--- src/hw/rtl/tzsam_pkg.sv ---
// Package for the time-zone shift and alarm match block.
// Holds the transaction payload types, the register set and register indexes.
// No dependencies.
package tzsam_pkg;

   localparam int unsigned CSR_ADDR_WIDTH = 4;
   localparam int unsigned CSR_DATA_WIDTH = 32;

   localparam logic [1:0] REG_ZONE_OFFSET   = 2'd0;
   localparam logic [1:0] REG_ALARM_HOURS   = 2'd1;
   localparam logic [1:0] REG_ALARM_MINUTES = 2'd2;
   localparam logic [1:0] REG_ALARM_ENABLED = 2'd3;

   localparam logic ACTION_STORE = 1'b0;
   localparam logic ACTION_TICK  = 1'b1;

   // The radio time arrives in UTC+1.
   localparam logic signed [6:0] RADIO_ZONE = 7'sd1;
   localparam logic [4:0] SYNC_HOUR   = 5'd4;
   localparam logic [5:0] SYNC_MINUTE = 6'd0;

   typedef struct packed {
      logic       action;
      logic       apply_shift;
      logic [4:0] hours;
      logic [5:0] minutes;
      logic [5:0] seconds;
      logic [4:0] day;
      logic [3:0] month;
      logic [6:0] year;
   } req_type;

   typedef struct packed {
      logic [4:0] out_hours;
      logic [5:0] out_minutes;
      logic [4:0] out_day;
      logic [3:0] out_month;
      logic [6:0] out_year;
      logic       sync_due;
      logic       alarm_due;
   } rsp_type;

   typedef struct packed {
      logic signed [4:0] zone_offset;
      logic [4:0]        alarm_hours;
      logic [5:0]        alarm_minutes;
      logic              alarm_enabled;
   } cfg_type;

endpackage

--- src/hw/rtl/tzsam_pipe.sv ---
// Three-stage calendar pipeline: hour shift, midnight wrap, day and month carry.
// Depends on tzsam_pkg for the payload and register types.
module tzsam_pipe
   import tzsam_pkg::*;
(
   input  logic    clock,
   input  logic    reset,
   input  cfg_type cfg,
   input  logic    in_valid,
   input  req_type in_item,
   output logic    out_valid,
   output rsp_type out_item
);

   function automatic logic is_leap(input logic [6:0] yy);
      // 2000 + yy is a leap year when yy is a multiple of four, except 2100.
      return (yy[1:0] == 2'b00) && (yy != 7'd100);
   endfunction

   function automatic logic [4:0] month_days(input logic [3:0] mo, input logic [6:0] yy);
      logic [4:0] len;
      case (mo)
         4'd2:    len = is_leap(yy) ? 5'd29 : 5'd28;
         4'd4:    len = 5'd30;
         4'd6:    len = 5'd30;
         4'd9:    len = 5'd30;
         4'd11:   len = 5'd30;
         default: len = 5'd31;
      endcase
      return len;
   endfunction

   // Stage 1: shifted hour sum, month lengths, tick flags.
   logic              s1_valid_ff, s1_valid_in;
   logic              s1_shift_ff, s1_shift_in;
   logic signed [6:0] s1_hour_ff, s1_hour_in;
   logic [5:0]        s1_minutes_ff;
   logic [4:0]        s1_day_ff, s1_hours_raw_ff;
   logic [3:0]        s1_month_ff, s1_prev_month_ff, s1_next_month_ff;
   logic [3:0]        s1_prev_month_in, s1_next_month_in;
   logic [6:0]        s1_year_ff;
   logic [4:0]        s1_dim_ff, s1_prev_dim_ff;
   logic              s1_sync_ff, s1_sync_in, s1_alarm_ff, s1_alarm_in;

   assign s1_valid_in = in_valid;
   assign s1_shift_in = (in_item.action == ACTION_STORE) && in_item.apply_shift;
   assign s1_hour_in  = $signed({2'b00, in_item.hours})
                      + $signed({{2{cfg.zone_offset[4]}}, cfg.zone_offset}) - RADIO_ZONE;
   assign s1_prev_month_in = (in_item.month <= 4'd1) ? 4'd12 : in_item.month - 4'd1;
   assign s1_next_month_in = (in_item.month >= 4'd12) ? 4'd1 : in_item.month + 4'd1;

   always_comb begin
      s1_sync_in  = 1'b0;
      s1_alarm_in = 1'b0;
      if (in_item.action == ACTION_TICK) begin
         s1_sync_in  = (in_item.seconds == 6'd0) && (in_item.minutes == SYNC_MINUTE)
                     && (in_item.hours == SYNC_HOUR);
         s1_alarm_in = cfg.alarm_enabled && (in_item.seconds == 6'd0)
                     && (in_item.minutes == cfg.alarm_minutes)
                     && (in_item.hours == cfg.alarm_hours);
      end
   end

   always_ff @(posedge clock) begin
      if (reset) begin
         s1_valid_ff <= 1'b0;
      end else begin
         s1_valid_ff <= s1_valid_in;
      end
      s1_shift_ff      <= s1_shift_in;
      s1_hour_ff       <= s1_hour_in;
      s1_hours_raw_ff  <= in_item.hours;
      s1_minutes_ff    <= in_item.minutes;
      s1_day_ff        <= in_item.day;
      s1_month_ff      <= in_item.month;
      s1_prev_month_ff <= s1_prev_month_in;
      s1_next_month_ff <= s1_next_month_in;
      s1_year_ff       <= in_item.year;
      s1_dim_ff        <= month_days(in_item.month, in_item.year);
      s1_prev_dim_ff   <= month_days(s1_prev_month_in, in_item.year);
      s1_sync_ff       <= s1_sync_in;
      s1_alarm_ff      <= s1_alarm_in;
   end

   // Stage 2: bring the hour into range and carry one day forward or back.
   logic              s2_valid_ff;
   logic              s2_shift_ff;
   logic [4:0]        s2_hour_ff, s2_hour_in;
   logic signed [6:0] s2_day_ff, s2_day_in;
   logic [5:0]        s2_minutes_ff;
   logic [3:0]        s2_month_ff, s2_prev_month_ff, s2_next_month_ff;
   logic [6:0]        s2_year_ff;
   logic [4:0]        s2_dim_ff, s2_prev_dim_ff;
   logic              s2_sync_ff, s2_alarm_ff;

   always_comb begin
      logic signed [6:0] day_s;
      logic signed [6:0] hour_w;
      day_s  = $signed({2'b00, s1_day_ff});
      hour_w = s1_hour_ff;
      if (s1_hour_ff < 7'sd0) begin
         hour_w = s1_hour_ff + 7'sd24;
         day_s  = day_s - 7'sd1;
      end else if (s1_hour_ff >= 7'sd24) begin
         hour_w = s1_hour_ff - 7'sd24;
         day_s  = day_s + 7'sd1;
      end
      if (s1_shift_ff) begin
         s2_hour_in = hour_w[4:0];
         s2_day_in  = day_s;
      end else begin
         s2_hour_in = s1_hours_raw_ff;
         s2_day_in  = $signed({2'b00, s1_day_ff});
      end
   end

   always_ff @(posedge clock) begin
      if (reset) begin
         s2_valid_ff <= 1'b0;
      end else begin
         s2_valid_ff <= s1_valid_ff;
      end
      s2_shift_ff      <= s1_shift_ff;
      s2_hour_ff       <= s2_hour_in;
      s2_day_ff        <= s2_day_in;
      s2_minutes_ff    <= s1_minutes_ff;
      s2_month_ff      <= s1_month_ff;
      s2_prev_month_ff <= s1_prev_month_ff;
      s2_next_month_ff <= s1_next_month_ff;
      s2_year_ff       <= s1_year_ff;
      s2_dim_ff        <= s1_dim_ff;
      s2_prev_dim_ff   <= s1_prev_dim_ff;
      s2_sync_ff       <= s1_sync_ff;
      s2_alarm_ff      <= s1_alarm_ff;
   end

   // Stage 3: day out of range moves into the neighboring month.
   logic    out_valid_ff;
   rsp_type out_item_ff, out_item_in;

   always_comb begin
      out_item_in.out_hours   = s2_hour_ff;
      out_item_in.out_minutes = s2_minutes_ff;
      out_item_in.out_day     = s2_day_ff[4:0];
      out_item_in.out_month   = s2_month_ff;
      out_item_in.out_year    = s2_year_ff;
      out_item_in.sync_due    = s2_sync_ff;
      out_item_in.alarm_due   = s2_alarm_ff;
      if (s2_shift_ff) begin
         if (s2_day_ff < 7'sd1) begin
            out_item_in.out_day   = s2_prev_dim_ff;
            out_item_in.out_month = s2_prev_month_ff;
         end else if (s2_day_ff > $signed({2'b00, s2_dim_ff})) begin
            out_item_in.out_day   = 5'd1;
            out_item_in.out_month = s2_next_month_ff;
         end
      end
   end

   always_ff @(posedge clock) begin
      if (reset) begin
         out_valid_ff <= 1'b0;
      end else begin
         out_valid_ff <= s2_valid_ff;
      end
      out_item_ff <= out_item_in;
   end

   assign out_valid = out_valid_ff;
   assign out_item  = out_item_ff;

endmodule

--- src/hw/rtl/timezone_shift_and_alarm_match.sv ---
// Top level of the time-zone shift and alarm match block: register file and pipeline.
// Depends on tzsam_pkg and tzsam_pipe.
//
//   channel   ports                                   direction
//   request   start, busy, req_item                   in (busy out)
//   response  rsp_valid, rsp_item                     out
//   config    psel, penable, pwrite, paddr, pwdata,   in (prdata, pready out)
//             prdata, pready
//
// A transaction is taken in every cycle; busy is always low.
// Each result is held for one cycle under rsp_valid.
// Between a start and its result lie the three register stages of tzsam_pipe.
// Synchronous reset clears the pipeline valid bits and loads the register reset values.
// The receiver cannot stall, so the pipeline never holds.
module timezone_shift_and_alarm_match
   import tzsam_pkg::*;
(
   input  logic                      clock,
   input  logic                      reset,
   input  logic                      start,
   output logic                      busy,
   input  req_type                   req_item,
   output logic                      rsp_valid,
   output rsp_type                   rsp_item,
   input  logic                      psel,
   input  logic                      penable,
   input  logic                      pwrite,
   input  logic [CSR_ADDR_WIDTH-1:0] paddr,
   input  logic [CSR_DATA_WIDTH-1:0] pwdata,
   output logic [CSR_DATA_WIDTH-1:0] prdata,
   output logic                      pready
);

   cfg_type    cfg_ff;
   logic       csr_write;
   logic [1:0] csr_index;

   assign pready    = 1'b1;
   assign busy      = 1'b0;
   assign csr_write = psel && penable && pwrite && pready;
   assign csr_index = paddr[3:2];

   always_ff @(posedge clock) begin
      if (reset) begin
         cfg_ff.zone_offset   <= 5'sd1;
         cfg_ff.alarm_hours   <= 5'd0;
         cfg_ff.alarm_minutes <= 6'd0;
         cfg_ff.alarm_enabled <= 1'b0;
      end else if (csr_write) begin
         case (csr_index)
            REG_ZONE_OFFSET:   cfg_ff.zone_offset   <= $signed(pwdata[4:0]);
            REG_ALARM_HOURS:   cfg_ff.alarm_hours   <= pwdata[4:0];
            REG_ALARM_MINUTES: cfg_ff.alarm_minutes <= pwdata[5:0];
            REG_ALARM_ENABLED: cfg_ff.alarm_enabled <= pwdata[0];
            default: ;
         endcase
      end
   end

   always_comb begin
      case (csr_index)
         REG_ZONE_OFFSET:   prdata = {27'd0, cfg_ff.zone_offset};
         REG_ALARM_HOURS:   prdata = {27'd0, cfg_ff.alarm_hours};
         REG_ALARM_MINUTES: prdata = {26'd0, cfg_ff.alarm_minutes};
         REG_ALARM_ENABLED: prdata = {31'd0, cfg_ff.alarm_enabled};
         default:           prdata = '0;
      endcase
   end

   tzsam_pipe u_pipe (
      .clock     (clock),
      .reset     (reset),
      .cfg       (cfg_ff),
      .in_valid  (start && !busy),
      .in_item   (req_item),
      .out_valid (rsp_valid),
      .out_item  (rsp_item)
   );

endmodule

--- config.mk ---
export PLATFORM = sky130hd
export DESIGN_NAME = timezone_shift_and_alarm_match
export DESIGN_NICKNAME = d
export VERILOG_FILES = /design/src/hw/rtl/tzsam_pkg.sv /design/src/hw/rtl/tzsam_pipe.sv /design/src/hw/rtl/timezone_shift_and_alarm_match.sv
export SDC_FILE = /design/constraint.sdc
export NUM_CORES = 1
export LEC_CHECK = 0
export BUFFER_PORTS_ARGS = -buffer_cell sky130_fd_sc_hd__buf_2
export CAP_MARGIN = 15
export CORE_MARGIN = 3
export CORE_UTILIZATION = 35
export CTS_CLUSTER_DIAMETER = 200
export CTS_CLUSTER_SIZE = 10
export DETAILED_ROUTE_END_ITERATION = 16
export PLACE_DENSITY = 0.61
export SYNTH_ARGS = -nofsm -noshare
export SYNTH_HDL_FRONTEND = slang
export SYNTH_SLANG_ARGS = --single-unit
--- constraint.sdc ---
create_clock -name clock -period 2.2 [get_ports clock]
set_clock_uncertainty 0.15 [all_clocks]
set_input_delay 0.44 -clock clock [delete_from_list [all_inputs] [get_ports clock]]
set_output_delay 0.44 -clock clock [all_outputs]
set_load 0.005 [all_outputs]
==> results.md <==
- Outcome: finished, final reports clean
- Leading cell types by count after synthesis: dfxtp_1, buf_4, inv_1, nor2_1, mux2i_1
- Total CTS buffers: 17
- Largest net degree at the start of global routing: 21
- Final estimated routing congestion in global placement: 0.820
- Clock slew at reported path FFs: 60 ps
- Highest achievable clock rate: a little under 500 MHz
- Die Outline Area: between 15,000 and 20,000 um2
- Maximum ir drop on the vdd rail: 585 uV
- Antenna Cells: 0
- Hold worst-path end: u_pipe.s1_minutes_ff[1]
- Top area cells in the synthesized netlist: dfxtp_1, ha_1, buf_4
- Share of cells above drive strength 1: between 20% and 30%
- Final routed wire length divided by cell count: between 10 and 15 um
- Global-route congestion overflow total: 0
- Total placed instance area: between 5000 and 6000 um2
- Effective utilization at floorplan: between 30% and 40%
- Synthesis-to-finish area growth: 27.1%
- Sequential-to-total area share from yosys stat: 58.3%
- Post-synth top area cell: dfxtp_1
- Detailed-routing iteration count for the pre-antenna-repair pass: 4
- Sort of element at the end of the critical path: flip-flop
- Required time of the critical path: roughly 2400 ps
- Final cycle utilization of the critical path: between 90% and 100%
- Detailed placement HPWL: 6980 um
- Post-synthesis instance area: a little under 5000 um2
- Die span in y: roughly 120 um
- Worst reg2reg path endpoint: u_pipe.s1_hour_ff[5]
- Total placed cells including tap cells: around 690
- IO Port Bufs: 84
- Post-route DRC violation count: 0
- Unrepaired setup endpoints after global routing: false
- Count leader, synth: dfxtp_1
- Number of sinks driven by the clock tree: 142
- Leakage power figure: 2.79 nW
- Count of pins on the block boundary: 141
- Via count of the first global-routing pass: roughly 3,200
- Max Cap Violations: 0
- Overall track demand over capacity in global routing: between 10% and 20%
- Element type at the critical path start: flip-flop
- Flip-flop and latch count after synthesis: 142
- Pre-CTS setup slack: -26.4 ps
- Final standard cell count with taps included and fillers excluded: around 730
- Number of antenna violations at the first check in global routing: 0
- Core Util, Final: 46.1%
- Area of all placed cells without fillers: 6200 um2
- Mapped Avg Cell Area: between 10 and 15 um2
- Cells after Synth: about 430
- Final critical-path required period: a little over 2000 ps
- Power density normalized to cell area: between 900 and 1000 nW/um2
- Source of the worst register-to-register timing path: cfg_ff[13]
- Type of the most critical hold path: in -> reg
- CTS tree: done
- Worst Setup Path Type: reg -> reg
- Clock root cell: clkbuf_16
- Cell Rows: 42
- Arrival time at the worst endpoint: between 2000 and 2500 ps
- Share of Yosys cell area claimed by the top area cell type: between 50 and 60%
- Synth warn: 0
- Proportion of synthesized flip-flops having asynchronous set or reset: 0%
- Number of vias per cell after detailed routing: 4.38
- Iteration-0 DRC Markers: 130
- Area inside the core boundary: about 13,000 um2
- Start point of the worst hold path: req_item[23]
- Maximum clock path buffer count: 2
- Detailed-route wire length: approximately 9400 um
- Final setup slack of the worst path: between 150 and 200 ps
- Vias after detailed routing: between 3,000 and 4,000
- Worst hold path cell count: 1
- Post-synth EDFFs: 0
- Flip-flop cell with the highest count after synthesis: dfxtp_1
- Number of endpoints with negative hold slack in the final report: 0
- Total Nets Final: 641
- Insertion delay to the later sink of the worst-skew pair: about 400 ps
- Wire length of the first global-routing pass: roughly 15,000 um
- Logic depth of the worst register-to-register path: 8
- # setup viols final: 0
- Width of the chip: around 120 um
- Number of unique standard cell types used by synthesis: 59
- Reg-to-reg setup timing slack: 180 ps
- Deepest level of the CTS H-tree: 4
- Slew Limit Fails: 0
- Final ANT Viol Nets: 0
- Crit-path max FO: 3
- Power consumption: 0.00618 W
worst max path at each step:
stage / start / end / slack [ps]
2_1_floorplan: req_item[7] / u_pipe.s1_prev_dim_ff[0] / 110
3_3_place_gp: req_item[29] / u_pipe.s1_hour_ff[5] / 7
3_5_place_dp: req_item[29] / u_pipe.s1_hour_ff[5] / -30
4_1_cts: cfg_ff[13] / u_pipe.s1_hour_ff[5] / 140
5_1_grt: cfg_ff[13] / u_pipe.s1_hour_ff[5] / 40
6_report: cfg_ff[13] / u_pipe.s1_hour_ff[5] / 180
where the power goes:
group	internal (W)	switching, W
Combinational	0.000227	0.000235
Sequential	0.00274	0.0000696
Clock	0.00185	0.00106
Total	0.00482	0.00137
logic make-up after synthesis:
| family | share of synthesized area (%) |
|---|---|
| compound gates | 8.86 |
| simple gates | 10.4 |
| fa+ha+maj | 5.70 |
| flops | 58.3 |
| xor+xnor | 3.41 |
| other cells | 0.154 |
| mux | 5.72 |
| buf+inv | 7.39 |
timing repair:
| item | 4_1_cts | 5_1_grt |
|---|---|---|
| resized for setup | 0 | 1 |
| hold buffers | 12 | 0 |
| setup buffers | 0 | 0 |
| setup endpoints to repair | 0 | 1 |
| endpoints found under the hold margin | 12 | 0 |
placed cells by master (no fill, tap or decap), types with 6 or more instances in the layout:
cell / Yosys / routed
dfxtp_1: 142 / 142
buf_2: 3 / 84
inv_1: 28 / 28
nor2_1: 28 / 28
conb_1: 2 / 28
mux2i_1: 20 / 20
nand2_1: 19 / 19
ha_1: 19 / 19
xnor2_1: 17 / 17
clkbuf_16: 0 / 17
buf_4: 29 / 13
dlygate4sd3_1: 0 / 12
nor2b_1: 10 / 10
o21ai_1: 9 / 9
nor4_1: 6 / 6
worst max-delay path, stage by stage (launching register included):
cell and delay [ps]:
dfxtp_1 360, inv_1 50, ha_1 270, inv_1 40, ha_1 210, fa_1 390, a21o_1 190, a21oi_2 140
xor2_1 140
through the flow:
| step | TNS (ps) | hold WS (ps) |
|---|---|---|
| 2_1_floorplan | 0 | 160 |
| 3_3_place_gp | 0 | 161 |
| 3_5_place_dp | -34.4 | 162 |
| 4_1_cts | 0 | 4.76 |
| 5_1_grt | 0 | 10.4 |
| 6_report | 0 | 41.2 |
per-layer routing:
layer | track usage (%) | routed length, um | vias up
li1 | - | - | 1618
met1 | 15.9 | 4150 | 1466
met2 | 20.4 | 4400 | 105
met3 | 5.99 | 760 | 13
met4 | 4.93 | 132 | 0
met5 | 0 | 0 | -
sequential cells by signal, indices dropped and copies added (netlist names), 4 cells and up:
signal / flops
u_pipe.s2_hour_ff: 5
u_pipe.s2_year_ff: 7
u_pipe.out_item: 29
u_pipe.s1_minutes_ff: 6
u_pipe.s2_day_ff: 7
u_pipe.s2_prev_month_ff: 4
u_pipe.s1_hours_raw_ff: 5
u_pipe.s1_hour_ff: 7
u_pipe.s1_prev_month_ff: 4
u_pipe.s2_minutes_ff: 6
u_pipe.s2_next_month_ff: 4
u_pipe.s1_day_ff: 5
u_pipe.s1_year_ff: 7
u_pipe.s1_next_month_ff: 4
u_pipe.s2_month_ff: 4
u_pipe.s1_month_ff: 4
cfg_ff: 17
final cells by class:
type                    instances  area [um2]
clock inverters                12         160
clock buffers                  19         453
repair buffers                109         638
well taps                     176         220
inverters                      29         109
flip-flops and latches        142        2840
fillers                      1271        7260
multi-input cells             244        1770
Note: power is estimated with default switching activity, not from simulation.
